<file path="config.mk">
export PLATFORM = sky130hd
export DESIGN_NAME = pfa_ctrl
export DESIGN_NICKNAME = d
export VERILOG_FILES = /design/src/sv/pfa_pkg.sv /design/src/sv/pfa_ctrl.sv
export VERILOG_INCLUDE_DIRS = /design/src /design/src/sv
export SDC_FILE = /design/constraint.sdc
export NUM_CORES = 1
export LEC_CHECK = 0
export ABC_AREA = 1
export CORE_MARGIN = 1
export CORE_UTILIZATION = 40
export CTS_CLUSTER_DIAMETER = 150
export DETAILED_ROUTE_END_ITERATION = 10
export DONT_BUFFER_PORTS = 1
export PLACE_DENSITY = 0.59
export SLEW_MARGIN = 40
export SYNTH_ARGS = -nofsm -noshare
export SYNTH_HDL_FRONTEND = slang
export SYNTH_SLANG_ARGS = --single-unit
export TNS_END_PERCENT = 20
</file>
<file path="constraint.sdc">
create_clock -name clk -period 3.2 [get_ports clk]
set_input_delay 0 -clock clk [delete_from_list [all_inputs] [get_ports clk]]
set_output_delay 0 -clock clk [all_outputs]
set_load 0.02 [all_outputs]
</file>
<file path="src/sv/page_frame_allocator_refcount_macros.svh">
// Assertion macros for the page frame allocator, used by the command sequencer pfa_ctrl.
// Each macro expects clk and rst_n to be visible where it is used.
`ifndef PAGE_FRAME_ALLOCATOR_REFCOUNT_MACROS_SVH
`define PAGE_FRAME_ALLOCATOR_REFCOUNT_MACROS_SVH

// The consequent must hold in the same cycle as the antecedent.
`define PFA_ASSERT_SAME(lbl, ante, cons, msg) \
    lbl: assert property (@(posedge clk) disable iff (!rst_n) (ante) |-> (cons)) \
        else $error(msg);

// The consequent must hold in the cycle after the antecedent.
`define PFA_ASSERT_NEXT(lbl, ante, cons, msg) \
    lbl: assert property (@(posedge clk) disable iff (!rst_n) (ante) |=> (cons)) \
        else $error(msg);

`endif

</file>
<file path="src/sv/pfa_pkg.sv">
// Package for the page frame allocator: request types, command and status codes,
// sequencer states and default sizes. No dependencies.
`timescale 1ns / 1ps

package pfa_pkg;

    localparam int PAGE_COUNT_DEF  = 4096;
    localparam int COUNT_WIDTH_DEF = 16;
    localparam int RESV_W          = 13;
    localparam int PAGE_W          = 12;
    localparam int COUNT_OUT_W     = 16;

    typedef enum logic [1:0] {
        CMD_ALLOC = 2'd0,
        CMD_INC   = 2'd1,
        CMD_DEC   = 2'd2,
        CMD_TRY   = 2'd3
    } cmd_t;

    typedef enum logic [2:0] {
        ST_OK    = 3'd0,
        ST_NOMEM = 3'd1,
        ST_REFD  = 3'd2,
        ST_RESV  = 3'd3,
        ST_UNDER = 3'd4,
        ST_OVER  = 3'd5,
        ST_FREE  = 3'd6
    } status_t;

    typedef enum logic [1:0] {
        S_CLEAR,
        S_IDLE,
        S_POP,
        S_EXEC
    } state_t;

    typedef enum logic [2:0] {
        K_OP,
        K_POP,
        K_FRESH,
        K_NOMEM,
        K_RANGE
    } kind_t;

    typedef struct packed {
        cmd_t               command;
        logic [PAGE_W-1:0]  page_index;
    } in_req_t;

    typedef struct packed {
        logic [PAGE_W-1:0]      result_page;
        status_t                status;
        logic [COUNT_OUT_W-1:0] count_after;
    } out_req_t;

    typedef struct packed {
        logic cnt_re;
        logic cnt_we;
        logic stk_re;
        logic stk_we;
    } mem_en_t;

endpackage

</file>
<file path="src/sv/pfa_ctrl.sv">
// Command sequencer of the page frame allocator: clearing pass, memory read-modify-write,
// free stack bookkeeping and the result register. Depends on pfa_pkg and the macro header.
`timescale 1ns / 1ps
`include "page_frame_allocator_refcount_macros.svh"

module pfa_ctrl #(
    parameter int PAGE_COUNT  = pfa_pkg::PAGE_COUNT_DEF,
    parameter int COUNT_WIDTH = pfa_pkg::COUNT_WIDTH_DEF
) (
    input  logic                           clk,
    input  logic                           rst_n,
    input  logic                           in_valid,
    output logic                           in_stall,
    input  pfa_pkg::in_req_t               in_data,
    output logic                           out_valid,
    input  logic                           out_stall,
    output pfa_pkg::out_req_t              out_data,
    input  logic [pfa_pkg::RESV_W-1:0]     reserved_pages,
    output pfa_pkg::mem_en_t               mem_en,
    output logic [$clog2(PAGE_COUNT)-1:0]  cnt_waddr,
    output logic [COUNT_WIDTH:0]           cnt_wdata,
    output logic [$clog2(PAGE_COUNT)-1:0]  cnt_raddr,
    input  logic [COUNT_WIDTH:0]           cnt_rdata,
    output logic [$clog2(PAGE_COUNT)-1:0]  stk_waddr,
    output logic [$clog2(PAGE_COUNT)-1:0]  stk_wdata,
    output logic [$clog2(PAGE_COUNT)-1:0]  stk_raddr,
    input  logic [$clog2(PAGE_COUNT)-1:0]  stk_rdata
);

    localparam int PW = $clog2(PAGE_COUNT);
    localparam int NW = $clog2(PAGE_COUNT + 1);
    localparam int CW = COUNT_WIDTH;
    localparam int LW = (NW > pfa_pkg::RESV_W) ? NW : pfa_pkg::RESV_W;
    localparam logic [CW-1:0] COUNT_MAX = {CW{1'b1}};

    pfa_pkg::state_t state_reg, state_next;
    pfa_pkg::kind_t  kind_reg, kind_next;
    pfa_pkg::cmd_t   cmd_reg, cmd_next;
    logic [pfa_pkg::PAGE_W-1:0] idx_reg, idx_next;
    logic [PW-1:0]   page_reg, page_next;
    logic [PW-1:0]   clr_reg, clr_next;
    logic [NW-1:0]   fill_reg, fill_next;
    logic [NW-1:0]   fresh_reg, fresh_next;
    logic            out_valid_reg, out_valid_next;
    pfa_pkg::out_req_t out_data_reg, out_data_next;

    logic [LW-1:0]   resv_ext;
    logic [LW-1:0]   resv_lim;
    logic [LW-1:0]   in_idx_w;
    logic [LW-1:0]   op_idx_w;
    logic            accept;
    logic            commit;
    logic            clear_done;
    logic [CW-1:0]   cur_count;
    logic [CW-1:0]   new_count;
    logic            do_push;
    logic            push_ok;
    logic            cnt_write_op;
    pfa_pkg::out_req_t res;

    assign resv_ext   = LW'(reserved_pages);
    assign resv_lim   = (resv_ext > LW'(PAGE_COUNT)) ? LW'(PAGE_COUNT) : resv_ext;
    assign in_idx_w   = LW'(in_data.page_index);
    assign op_idx_w   = LW'(idx_reg);
    assign accept     = (state_reg == pfa_pkg::S_IDLE) && in_valid;
    assign commit     = (state_reg == pfa_pkg::S_EXEC) && (!out_valid_reg || !out_stall);
    assign clear_done = (clr_reg == PW'(PAGE_COUNT - 1));
    assign cur_count  = cnt_rdata[CW-1:0];
    assign in_stall   = (state_reg != pfa_pkg::S_IDLE);
    assign out_valid  = out_valid_reg;
    assign out_data   = out_data_reg;

    // Next state.
    always_comb
    begin
        state_next = state_reg;
        unique case (state_reg)
            pfa_pkg::S_CLEAR:
            begin
                if (clear_done)
                begin
                    state_next = pfa_pkg::S_IDLE;
                end
            end
            pfa_pkg::S_IDLE:
            begin
                if (accept)
                begin
                    if (in_data.command == pfa_pkg::CMD_ALLOC && fill_reg != '0)
                    begin
                        state_next = pfa_pkg::S_POP;
                    end
                    else
                    begin
                        state_next = pfa_pkg::S_EXEC;
                    end
                end
            end
            pfa_pkg::S_POP:
            begin
                state_next = pfa_pkg::S_EXEC;
            end
            pfa_pkg::S_EXEC:
            begin
                if (commit)
                begin
                    state_next = pfa_pkg::S_IDLE;
                end
            end
            default:
            begin
                state_next = pfa_pkg::S_CLEAR;
            end
        endcase
    end

    // Result of the command held in the sequencer, from the count just read.
    always_comb
    begin
        res.result_page = idx_reg;
        res.status      = pfa_pkg::ST_OK;
        res.count_after = pfa_pkg::COUNT_OUT_W'(cur_count);
        new_count       = cur_count;
        do_push         = 1'b0;
        cnt_write_op    = 1'b0;
        unique case (kind_reg)
            pfa_pkg::K_NOMEM:
            begin
                res.result_page = '0;
                res.status      = pfa_pkg::ST_NOMEM;
                res.count_after = '0;
            end
            pfa_pkg::K_RANGE:
            begin
                res.status      = pfa_pkg::ST_RESV;
                res.count_after = '0;
            end
            pfa_pkg::K_FRESH, pfa_pkg::K_POP:
            begin
                res.result_page = pfa_pkg::PAGE_W'(page_reg);
            end
            pfa_pkg::K_OP:
            begin
                if (op_idx_w < resv_lim)
                begin
                    res.status = pfa_pkg::ST_RESV;
                end
                else if (cnt_rdata[CW] || op_idx_w < LW'(fresh_reg))
                begin
                    res.status = pfa_pkg::ST_FREE;
                end
                else
                begin
                    cnt_write_op = 1'b1;
                    unique case (cmd_reg)
                        pfa_pkg::CMD_INC:
                        begin
                            if (cur_count == COUNT_MAX)
                            begin
                                res.status = pfa_pkg::ST_OVER;
                            end
                            else
                            begin
                                new_count = cur_count + CW'(1);
                            end
                        end
                        pfa_pkg::CMD_DEC:
                        begin
                            if (cur_count == '0)
                            begin
                                res.status = pfa_pkg::ST_UNDER;
                            end
                            else
                            begin
                                new_count = cur_count - CW'(1);
                                do_push   = (new_count == '0);
                            end
                        end
                        pfa_pkg::CMD_TRY:
                        begin
                            if (cur_count != '0)
                            begin
                                res.status = pfa_pkg::ST_REFD;
                            end
                            else
                            begin
                                do_push = 1'b1;
                            end
                        end
                        default:
                        begin
                            cnt_write_op = 1'b0;
                        end
                    endcase
                    res.count_after = pfa_pkg::COUNT_OUT_W'(new_count);
                end
            end
            default:
            begin
                res.status = pfa_pkg::ST_NOMEM;
            end
        endcase
    end

    assign push_ok = do_push && (fill_reg < NW'(PAGE_COUNT));

    // Memory ports and register updates.
    always_comb
    begin
        mem_en         = '0;
        cnt_waddr      = page_reg;
        cnt_wdata      = {push_ok, new_count};
        cnt_raddr      = PW'(in_data.page_index);
        stk_waddr      = PW'(fill_reg);
        stk_wdata      = page_reg;
        stk_raddr      = PW'(fill_reg - NW'(1));
        kind_next      = kind_reg;
        cmd_next       = cmd_reg;
        idx_next       = idx_reg;
        page_next      = page_reg;
        clr_next       = clr_reg;
        fill_next      = fill_reg;
        fresh_next     = fresh_reg;
        out_data_next  = out_data_reg;
        out_valid_next = out_valid_reg && out_stall;
        unique case (state_reg)
            pfa_pkg::S_CLEAR:
            begin
                mem_en.cnt_we = 1'b1;
                cnt_waddr     = clr_reg;
                cnt_wdata     = '0;
                clr_next      = clr_reg + PW'(1);
            end
            pfa_pkg::S_IDLE:
            begin
                if (accept)
                begin
                    cmd_next  = in_data.command;
                    idx_next  = in_data.page_index;
                    page_next = PW'(in_data.page_index);
                    if (in_data.command == pfa_pkg::CMD_ALLOC)
                    begin
                        if (fill_reg != '0)
                        begin
                            kind_next     = pfa_pkg::K_POP;
                            mem_en.stk_re = 1'b1;
                        end
                        else if (LW'(fresh_reg) > resv_lim)
                        begin
                            kind_next     = pfa_pkg::K_FRESH;
                            page_next     = PW'(fresh_reg - NW'(1));
                            cnt_raddr     = PW'(fresh_reg - NW'(1));
                            mem_en.cnt_re = 1'b1;
                        end
                        else
                        begin
                            kind_next = pfa_pkg::K_NOMEM;
                        end
                    end
                    else if (in_idx_w < LW'(PAGE_COUNT))
                    begin
                        kind_next     = pfa_pkg::K_OP;
                        mem_en.cnt_re = 1'b1;
                    end
                    else
                    begin
                        kind_next = pfa_pkg::K_RANGE;
                    end
                end
            end
            pfa_pkg::S_POP:
            begin
                page_next     = stk_rdata;
                cnt_raddr     = stk_rdata;
                mem_en.cnt_re = 1'b1;
            end
            pfa_pkg::S_EXEC:
            begin
                if (commit)
                begin
                    out_valid_next = 1'b1;
                    out_data_next  = res;
                    if (kind_reg == pfa_pkg::K_POP)
                    begin
                        fill_next     = fill_reg - NW'(1);
                        mem_en.cnt_we = 1'b1;
                        cnt_wdata     = {1'b0, cur_count};
                    end
                    else if (kind_reg == pfa_pkg::K_FRESH)
                    begin
                        fresh_next = fresh_reg - NW'(1);
                    end
                    else if (cnt_write_op)
                    begin
                        mem_en.cnt_we = 1'b1;
                        if (push_ok)
                        begin
                            mem_en.stk_we = 1'b1;
                            fill_next     = fill_reg + NW'(1);
                        end
                    end
                end
            end
            default:
            begin
                mem_en = '0;
            end
        endcase
    end

    always_ff @(posedge clk or negedge rst_n)
    begin
        if (!rst_n)
        begin
            state_reg     <= pfa_pkg::S_CLEAR;
            clr_reg       <= '0;
            fill_reg      <= '0;
            fresh_reg     <= NW'(PAGE_COUNT);
            out_valid_reg <= 1'b0;
        end
        else
        begin
            state_reg     <= state_next;
            clr_reg       <= clr_next;
            fill_reg      <= fill_next;
            fresh_reg     <= fresh_next;
            out_valid_reg <= out_valid_next;
        end
    end

    always_ff @(posedge clk)
    begin
        kind_reg     <= kind_next;
        cmd_reg      <= cmd_next;
        idx_reg      <= idx_next;
        page_reg     <= page_next;
        out_data_reg <= out_data_next;
    end

    `PFA_ASSERT_SAME(a_fill_bound, 1'b1, fill_reg <= NW'(PAGE_COUNT), "free stack fill exceeds page count")
    `PFA_ASSERT_SAME(a_stack_push_room, mem_en.stk_we, fill_reg < NW'(PAGE_COUNT), "push onto a full free stack")
    `PFA_ASSERT_SAME(a_count_write_phase, mem_en.cnt_we, (state_reg == pfa_pkg::S_CLEAR) || commit, "count memory written outside clear or commit")
    `PFA_ASSERT_NEXT(a_fresh_step, commit && (kind_reg == pfa_pkg::K_FRESH), fresh_reg == $past(fresh_reg) - NW'(1), "fresh limit did not step down on allocation")
    `PFA_ASSERT_NEXT(a_accept_to_work, accept, (state_reg == pfa_pkg::S_POP) || (state_reg == pfa_pkg::S_EXEC), "accepted request not taken up")

endmodule

</file>
### After elaboration in Yosys (flattened, before gate mapping)

Cells that the tools add are included.

* register bits after elaboration: 101
* logic and storage cells: 143

* add/sub/neg operators: 6
* $lt $le $gt $ge: 6
* eq/ne operators: 17
* multiplexer cells: 73
* bitwise operators: 1
* reductions and logical operators: 28

Operator list (count)
* 2-to-1 mux 16 bit: 5
* 2-to-1 mux 12 bit: 6
* one-hot mux 12 bit (2 select lines): 3
* 2-to-1 mux 13 bit: 5
* one-hot mux 16 bit (2 select lines): 2
* 2-to-1 mux 17 bit: 2
* one-hot mux 17 bit (2 select lines): 1
* logical NOT 16 bit: 2
* 2-to-1 mux 1 bit: 32
* less-than comparator 12 x 13 -> 1 bit: 2
* subtractor 13 x 1 -> 13 bit, second input constant: 2
* 2-to-1 mux 3 bit: 6
* one-hot mux 3 bit (3 select lines): 2
* adder 16 x 1 -> 16 bit, second input constant: 1
* == test 16 bit, second input constant: 1
* nonzero test 16 bit: 1
* subtractor 16 x 1 -> 16 bit, second input constant: 1
* adder 13 x 1 -> 13 bit, second input constant: 1
* > comparator 13 bit: 1
* > comparator 13 bit, second input constant: 1
* less-than comparator 12 x 13 -> 1 bit, second input constant: 1
* less-than comparator 13 bit, second input constant: 1
* nonzero test 13 bit: 1
* adder 12 x 1 -> 12 bit, second input constant: 1
* other kinds (24): 50

### Longest topological paths before layout

Gate-level depths: netlist of the first run.

* depth in word-level cells: 14
* depth in mapped cells: 22
* depth with buffers taken out: 22

### Worst setup path before layout of the first run

OpenSTA, ideal clock, no wires.

* kind: reg-to-output
* start point: register out_valid_reg, in the netlist out_valid
* end point: output cnt_wdata[1]
* arrival time: 3225 ps
* required time: 3200 ps
* slack: -25 ps
* stages on the path, launching flop included: 9
* cell sequence: dfrtp_1 > nand2_1 > inv_1 > nor2_1 > nand3_1 > clkbuf_1 > o21ai_0 > inv_1 > a21oi_1

* cells in the longest elaborated chain, start to end: 5

Ends and longest elaborated chain
* from (decl): RTL line pfa_ctrl.sv:44 `logic out_valid_reg, out_valid_next;`
* from (signal assigned): RTL line pfa_ctrl.sv:327 `out_valid_reg <= out_valid_next;`
* logical NOT 1 bit: RTL line pfa_ctrl.sv:66 `assign commit = (state_reg == pfa_pkg::S_EXEC) && (!out_valid_reg || !out_stall);`
* logical OR 1 bit: RTL line pfa_ctrl.sv:66
* logical AND 1 bit: RTL line pfa_ctrl.sv:66
* 2-to-1 mux 17 bit: RTL line pfa_ctrl.sv:279 `if (commit)`
* one-hot mux 17 bit (2 select lines): RTL line pfa_ctrl.sv:226 `unique case (state_reg)`
* to (decl): RTL line pfa_ctrl.sv:21 `output logic [COUNT_WIDTH:0] cnt_wdata,`

No other way between the ends.

### Final worst setup path of the first run

* start point: register idx_reg[9] (netlist bit)
* end point: output cnt_wdata[10]

* cells in the longest elaborated chain, start to end: 8

Ends and longest elaborated chain
* from (decl): RTL line pfa_ctrl.sv:39 `logic [pfa_pkg::PAGE_W-1:0] idx_reg, idx_next;`
* from (signal assigned): RTL line pfa_ctrl.sv:335 `idx_reg <= idx_next;`
* less-than comparator 12 x 13 -> 1 bit: RTL line pfa_ctrl.sv:148 `else if (cnt_rdata[CW] || op_idx_w < LW'(fresh_reg))`
* logical OR 1 bit: RTL line pfa_ctrl.sv:148
* 2-to-1 mux 16 bit: RTL line pfa_ctrl.sv:148
* 2-to-1 mux 16 bit (*): RTL line pfa_ctrl.sv:144 `if (op_idx_w < resv_lim)`
* 2-to-1 mux 16 bit (*): RTL line pfa_ctrl.sv:126 `unique case (kind_reg)`
* 2-to-1 mux 17 bit: RTL line pfa_ctrl.sv:283 `if (kind_reg == pfa_pkg::K_POP)`
* 2-to-1 mux 17 bit: RTL line pfa_ctrl.sv:279
* one-hot mux 17 bit (2 select lines) (*): RTL line pfa_ctrl.sv:226

Mark *: on every way between the ends. The rest lies on a longest branch, timed or not.

==> qor.json, run 1 <==
{
  "worst_hold_path": {
    "hold_path_startpoint": "in_data[1]",
    "timing.hold.worst_endpoint": "stk_wdata[1]$_DFFE_PP_",
    "worstHoldPathCells": 2,
    "min-delay-path-class": "in2reg"
  },
  "clock_network": {
    "cts_tree": "yes",
    "cts_num_sinks": 100,
    "post_cts_setup_inserts": 0,
    "clk_path_buf_depth": 2,
    "depth_of_the_cts_h_tree": 3,
    "cts_inserted_buffers": 9,
    "clock_tree.root_cell": "sky130_fd_sc_hd__clkbuf_16",
    "worstSkewPairLatency_ns": 0.36,
    "cts.clk_slew.worst_paths_ns": 0.08
  },
  "sta": {
    "grt_setup_unrepaired": "no",
    "final_cycle_share_pct": 94.8,
    "max_clock_freq_mhz": 330,
    "slew_headroom_pct": 51.2,
    "final_critical_path_setup_slack_ns": 0.167,
    "finalHoldViolations": 0,
    "finalSetupViolCount": 0,
    "final_report_max_slew_violation_count": 0,
    "finClkSkew_ns": 0.0105,
    "totalNegativeSetupSlack_ns": 0,
    "slew_worst_pin_ns": 0.725,
    "min_period_ns": 3.03
  },
  "yosys": {
    "synthTopCellsByCount": "sky130_fd_sc_hd__nand2_1 (405), sky130_fd_sc_hd__inv_1 (141), sky130_fd_sc_hd__o21ai_0 (133), sky130_fd_sc_hd__nor2_1 (92), sky130_fd_sc_hd__nand3_1 (89)",
    "yosys_register_bits": 100,
    "syn_nets": 1405,
    "synth_enable_flop_cells": 59,
    "yosysTopAreaCellShare_pct": 20.2,
    "synth_area_leaders": "sky130_fd_sc_hd__edfxtp_1 (20%), sky130_fd_sc_hd__nand2_1 (17%), sky130_fd_sc_hd__dfrtp_1 (11%)",
    "synth_cell_types": 46,
    "synthesis.area_um2": 8750,
    "synthArstFlopShare_pct": 41.0,
    "synth_top_area_cell": "sky130_fd_sc_hd__edfxtp_1",
    "syn-instance-count": 1290,
    "synth.yosys.warnings": 0,
    "ys_seq_area_share_pct": 32.0,
    "synth_area_per_cell_um2": 6.78,
    "ys_dominant_reg_cell": "sky130_fd_sc_hd__edfxtp_1",
    "synth.most_common_cell": "sky130_fd_sc_hd__nand2_1"
  },
  "die": {
    "chipWidth_um": 150,
    "die_area_um2": 22500,
    "placeable_core_area_um2": 21200,
    "fp-row-count": 53,
    "die_y_um": 150,
    "initial_core_util_pct": 41.2,
    "pin_count": 174
  },
  "grt": {
    "grtUsageTotal_pct": 26.2,
    "grt_first_pass_wirelength_mm": 44.7,
    "first_global_vias": 7934,
    "grt_antenna_before_repair": 0,
    "grt_max_degree": 45,
    "overflow": 0
  },
  "power_and_ir_drop": {
    "power.share.clock_pct": 13.7,
    "p_comb_share_pct": 53.5,
    "leakagePower_nw": 4.52,
    "power.share.switching_pct": 53.9,
    "sequentialPowerShare_pct": 32.8,
    "power-per-cell-area_nw_per_um2": 841,
    "worst_ir_drop_vdd_mv": 0.346,
    "power_internal_w": 0.00377,
    "total_switching_power_w": 0.00441
  },
  "drt": {
    "drt-total-wl_mm": 29.4,
    "detail_route.drc_violations": 0,
    "drt.antenna.violating_nets": 0,
    "drt-wirelength-per-cell_um": 18.6,
    "vias_per_std_cell": 5.42,
    "drt_pre_antenna_iters": 5,
    "via_count": 8591,
    "violation_count_after_the_first_detailed_route_iteration": 685
  },
  "finish": {
    "multi_input_area_um2": 5040,
    "insertedDiodeCount": 0,
    "syn_to_final_growth_pct": 11.1,
    "layout.area.seq_um2": 2800,
    "layout-drive-gt1-share_pct": 6.34,
    "largest_reg_flops": 31,
    "post_layout_net_count": 1420,
    "fill_cells": 2237
  },
  "placed_design": {
    "setup_slack_placement_ns": 0.478,
    "hpwl_mm": 22.2,
    "place.port_buffers": 0,
    "weighted_congestion_at_the_end_of_routability_driven_global_placement": 0.967
  },
  "worst_setup_path": {
    "critical_path_max_stage_delay_ns": 0.54,
    "cp_common_cell": "sky130_fd_sc_hd__nand2_1",
    "worstPathMaxFanout": 15,
    "critical_path_class": "reg2out",
    "crit_path_end_kind": "output pin",
    "worst-r2r-setup-slack_ns": 0.48,
    "worstPathRequired_ns": 3.20,
    "critical_path.cell_chain": "ha_1, nand4_1, nor2_1, nand4_1, nand2_1, nand2_1, nand2_1, nand2_1, nand2_1, nand3_1, a21oi_1",
    "slowest_stage": "sky130_fd_sc_hd__edfxtp_1",
    "startpoint_type": "flop",
    "r2r.worst_path.cells": 11,
    "rr_startpoint": "idx_reg[8]$_DFFE_PP_",
    "cp_data_arrival_time_ns": 3.03,
    "rr_endpoint": "out_data[6]$_DFFE_PP_"
  },
  "outcome": {
    "outcome": "finished, final reports clean"
  },
  "flow_run": {
    "number_of_max_capacitance_violations_reported": 0
  }
}
==> cells by family (layout without fill, tap and decap cells) <==
| group | after synthesis | after routing | share of synthesized area [%] |
|---|---|---|---|
| AND/OR/NAND/NOR | 655 | 656 | 31.7 |
| buffers and inverters | 219 | 238 | 10.8 |
| AO/OA/AOI/OAI | 217 | 217 | 13.2 |
| flip-flops | 100 | 100 | 32.0 |
| adder cells (fa/ha/maj) | 55 | 55 | 7.86 |
| XOR/XNOR | 44 | 44 | 4.40 |
==> area by class of cell <==
class	instances	share of cell area, %
clock buffer	9	2.32
sequential	100	28.8
inverter	147	5.67
clock inverter	7	0.733
tap	275	3.54
multi-input combinational	972	51.8
timing repair buffer	75	7.13
==> repair_timing <==
action,CTS,global route
setup endpoints to repair,0,10
hold endpoints to repair,85,0
resized for setup,0,6
hold buffers,45,0
==> power by group through the flow <==
stage | Combinational [W] | Clock, W | Sequential [W]
after floorplan | 0.00337 | 0 | 0.00248
after global placement | 0.00421 | 0 | 0.00270
after detailed placement | 0.00425 | 0 | 0.00271
after CTS | 0.00433 | 0.00115 | 0.00268
after global routing | 0.00483 | 0.00117 | 0.00273
final | 0.00437 | 0.00112 | 0.00268
==> per-layer routing <==
layer	share of wire (%)	GRT usage (%)	vias up	wire (um)
li1	-	-	4230	-
met1	41	32.9	3977	12200
met2	48	44.1	329	14000
met3	8.0	5.64	55	2360
met4	3.0	9.65	0	874
met5	0	0	-	0
==> how the worst max path moves through the flow <==
stage / startpoint / end / slack [ns] / depth (start not counted)
3_3_place_gp: fill_reg[0]$_DFFE_PN0P_ / cnt_raddr[5] / 0.50 / 12
3_5_place_dp: reserved_pages[4] / out_data[6]$_DFFE_PP_ / 0.48 / 17
4_1_cts: fill_reg[0]$_DFFE_PN0P_ / cnt_raddr[5] / 0.10 / 12
5_1_grt: idx_reg[11]$_DFFE_PP_ / cnt_wdata[10] / 0.003 / 11
6_report: idx_reg[9]$_DFFE_PP_ / cnt_wdata[10] / 0.17 / 11
2_1_floorplan: state_reg[0]$_DFFE_PN0P_ / cnt_wdata[1] / 0.63 / 8
==> layout by cell type, fill, tap and decap left out, types with 2 or more instances in the layout <==
master and instances:
sky130_fd_sc_hd__inv_6 3, sky130_fd_sc_hd__a22oi_1 2, sky130_fd_sc_hd__nor2_4 7, sky130_fd_sc_hd__clkbuf_16 9, sky130_fd_sc_hd__buf_4 30, sky130_fd_sc_hd__ha_1 55
sky130_fd_sc_hd__edfxtp_1 59, sky130_fd_sc_hd__nor2_1 91, sky130_fd_sc_hd__nand3b_1 2, sky130_fd_sc_hd__a21oi_1 44, sky130_fd_sc_hd__xnor2_1 6, sky130_fd_sc_hd__dlygate4sd3_1 44
sky130_fd_sc_hd__o22a_1 5, sky130_fd_sc_hd__nor2_2 10, sky130_fd_sc_hd__nand2_2 5, sky130_fd_sc_hd__nor4_1 2, sky130_fd_sc_hd__o21ai_1 10, sky130_fd_sc_hd__inv_2 4
sky130_fd_sc_hd__clkinv_1 3, sky130_fd_sc_hd__o211ai_1 8, sky130_fd_sc_hd__dfrtp_1 39, sky130_fd_sc_hd__a21oi_2 3, sky130_fd_sc_hd__nand4_1 24, sky130_fd_sc_hd__nand3_1 88
sky130_fd_sc_hd__o31ai_1 2, sky130_fd_sc_hd__xor2_1 38, sky130_fd_sc_hd__a31oi_1 2, sky130_fd_sc_hd__inv_1 140, sky130_fd_sc_hd__nor3_1 14, sky130_fd_sc_hd__nand2_1 405
sky130_fd_sc_hd__clkinv_8 2, sky130_fd_sc_hd__o21ai_0 133
==> stage by stage <==
step	area (um2)	power (W)	std cells	utilization [%]	hold slack, ns
final	9730	0.00818	1585	45.8	0.0120
after global placement	8930	0.00691	1523	42.1	-0.293
after floorplan	8750	0.00585	1290	-	-0.296
after CTS	9700	0.00815	1584	45.7	0.00112
after global routing	9730	0.00873	1585	45.8	0.0393
after detailed placement	8940	0.00696	1523	42.1	-0.293
==> critical path, delay by kind of cell, from the launching register on <==
family / cells / cell delay, ns
AO/OA/AOI/OAI: 1 / 0.51
adder cells (fa/ha/maj): 1 / 0.35
flip-flops: 1 / 0.54
AND/OR/NAND/NOR: 9 / 1.26
Power figures use the tool's default switching activity.
==> inputs of run 2 (changes only) <==
Settings changed: CORE_ASPECT_RATIO set to 1.75.
==> run 2 against run 1 <==
- total power grew 4.4%
- clock skew is 0.0074 ns higher
- sequential power decreased by 2%
- non-clock buffer count grew 17
- critical path depth is 2 higher
- via count increased by 1.1%
- first-iteration DRC count down 9.9%
- global-route usage grew 1.0 points
- register-to-register slack is essentially flat
- clock power up 13%
- largest power group unchanged
==> qor.json, run 2 (synthesized netlist as in run 1, its figures left out) <==
{
  "die": {
    "die_y_um": 198,
    "initial_core_util_pct": 40.7,
    "placeable_core_area_um2": 21500,
    "pin_count": 174,
    "die_area_um2": 22500,
    "chipWidth_um": 114,
    "fp-row-count": 71
  },
  "power_and_ir_drop": {
    "leakagePower_nw": 4.62,
    "power-per-cell-area_nw_per_um2": 863,
    "worst_ir_drop_vdd_mv": 0.743
  },
  "clock_network": {
    "cts_tree": "yes",
    "cts_num_sinks": 100,
    "cts.clk_slew.worst_paths_ns": 0.09,
    "cts_inserted_buffers": 9,
    "depth_of_the_cts_h_tree": 3,
    "worstSkewPairLatency_ns": 0.37,
    "post_cts_setup_inserts": 0,
    "clock_tree.root_cell": "sky130_fd_sc_hd__clkbuf_16",
    "clk_path_buf_depth": 2
  },
  "sta": {
    "final_report_max_slew_violation_count": 0,
    "finalHoldViolations": 0,
    "totalNegativeSetupSlack_ns": 0,
    "finalHoldWorstSlack_ns": 0.0113,
    "slew_headroom_pct": 36.2,
    "slew_worst_pin_ns": 0.948,
    "min_period_ns": 2.94,
    "finalSetupViolCount": 0,
    "max_clock_freq_mhz": 340,
    "finClkSkew_ns": 0.0179,
    "final_cycle_share_pct": 92.0,
    "grt_setup_unrepaired": "no"
  },
  "finish": {
    "layout_commonest_cell": "sky130_fd_sc_hd__nand2_1",
    "syn_to_final_growth_pct": 13.0,
    "post_layout_net_count": 1436,
    "layout-drive-gt1-share_pct": 7.09,
    "largest_reg_flops": 31,
    "fill_cells": 2229,
    "insertedDiodeCount": 0,
    "top_library_cells_by_usage_in_the_layout_fill_and_taps_aside": "sky130_fd_sc_hd__nand2_1 (404), sky130_fd_sc_hd__inv_1 (141), sky130_fd_sc_hd__o21ai_0 (131)"
  },
  "worst_setup_path": {
    "startpoint_type": "flop",
    "worstPathMaxFanout": 20,
    "worst-r2r-setup-slack_ns": 0.47,
    "crit_path_end_kind": "output pin",
    "critical_path_class": "reg2out",
    "cp_data_arrival_time_ns": 2.94,
    "worstPathRequired_ns": 3.20
  },
  "grt": {
    "first_global_vias": 8214,
    "grtUsageTotal_pct": 27.2,
    "gr-usage-met2_pct": 50.3,
    "grt_util_met1_pct": 28.0,
    "top_usage_layer": "met2",
    "overflow": 0,
    "global_route.usage.met3_pct": 4.05,
    "grt_antenna_before_repair": 0,
    "grt_first_pass_wirelength_mm": 45.9,
    "grt_max_degree": 45
  },
  "drt": {
    "violation_count_after_the_first_detailed_route_iteration": 617,
    "drt-total-wl_mm": 30.6,
    "vias_per_std_cell": 5.37,
    "detail_route.drc_violations": 0,
    "via_count": 8682,
    "drt-wirelength-per-cell_um": 18.9,
    "drt_pre_antenna_iters": 6,
    "drt.antenna.violating_nets": 0
  },
  "placed_design": {
    "place.port_buffers": 0,
    "weighted_congestion_at_the_end_of_routability_driven_global_placement": 0.944,
    "hpwl_mm": 23.4
  },
  "outcome": {
    "outcome": "finished, final reports clean"
  },
  "worst_hold_path": {
    "min-delay-path-class": "in2reg"
  },
  "flow_run": {
    "number_of_max_capacitance_violations_reported": 0
  }
}
[run 2: where the power goes]
part | internal [W] | switching [W]
registers | 0.00194 | 0.000686
clock network | 0.000702 | 0.000555
logic | 0.00138 | 0.00326
total | 0.00403 | 0.00451
[run 2: path summary, 6_finish.rpt]
check | from | to | cells past startpoint
worst max-delay path | idx_reg[4]$_DFFE_PP_ | cnt_wdata[13] | 13
worst min-delay path | in_data[9] | stk_wdata[9]$_DFFE_PP_ | 4
worst max register to register | idx_reg[4]$_DFFE_PP_ | fill_reg[7]$_DFFE_PN0P_ | 14
worst min register to register | clr_reg[4]$_DFFE_PN0P_ | clr_reg[4]$_DFFE_PN0P_ | 1
max in group asynchronous | rst_n | fresh_reg[12]$_DFFE_PN1P_ | 2
min in group asynchronous | rst_n | fresh_reg[7]$_DFFE_PN0P_ | 2
[run 2: what timing repair did]
| item | 4_1_cts | 5_1_grt |
|---|---|---|
| hold buffers | 45 | 0 |
| endpoints found under the hold margin | 84 | 0 |
| gates resized for setup | 0 | 2 |
| endpoints found under the setup margin | 0 | 5 |
[run 2: critical path, stage by stage (launching register included)]
cell	delay, ns
sky130_fd_sc_hd__edfxtp_1	0.51
sky130_fd_sc_hd__ha_1	0.35
sky130_fd_sc_hd__nand2_1	0.07
sky130_fd_sc_hd__nor2_1	0.10
sky130_fd_sc_hd__o21ai_1	0.07
sky130_fd_sc_hd__o211ai_1	0.09
sky130_fd_sc_hd__nand4_1	0.15
sky130_fd_sc_hd__a21oi_1	0.17
sky130_fd_sc_hd__buf_4	0.27
sky130_fd_sc_hd__nand3_2	0.19
sky130_fd_sc_hd__nand2_1	0.10
sky130_fd_sc_hd__nand3_1	0.15
sky130_fd_sc_hd__a21oi_1	0.21
sky130_fd_sc_hd__buf_4	0.17
[run 2: through the flow]
| step | power [W] | instance area, um2 | setup WS [ns] | utilization [%] | cells |
|---|---|---|---|---|---|
| after detailed placement | 0.00721 | 9080 | 0.488 | 42.2 | 1557 |
| final | 0.00853 | 9890 | 0.256 | 46.0 | 1618 |
| after global placement | 0.00717 | 9080 | 0.520 | 42.2 | 1557 |
| after global routing | 0.00910 | 9890 | 0.0183 | 46.0 | 1618 |
| after floorplan | 0.00585 | 8750 | 0.630 | - | 1290 |
| after CTS | 0.00855 | 9880 | 0.159 | 46.0 | 1618 |
[run 2: area by class of cell]
type | instances | area (um2) | area share [%]
Tap cell | 292 | 365 | 3.69
Timing Repair Buffer | 92 | 821 | 8.30
Clock inverter | 7 | 106 | 1.08
Clock buffer | 9 | 225 | 2.28
Sequential cell | 100 | 2800 | 28.3
Multi-Input combinational cell | 971 | 5020 | 50.8
Inverter | 147 | 552 | 5.58
[run 2: metal layers]
layer | vias up | share of wire, %
met4 | 0 | 6.7
met5 | - | 0
met3 | 83 | 5.9
met1 | 3993 | 34
li1 | 4260 | -
met2 | 346 | 53
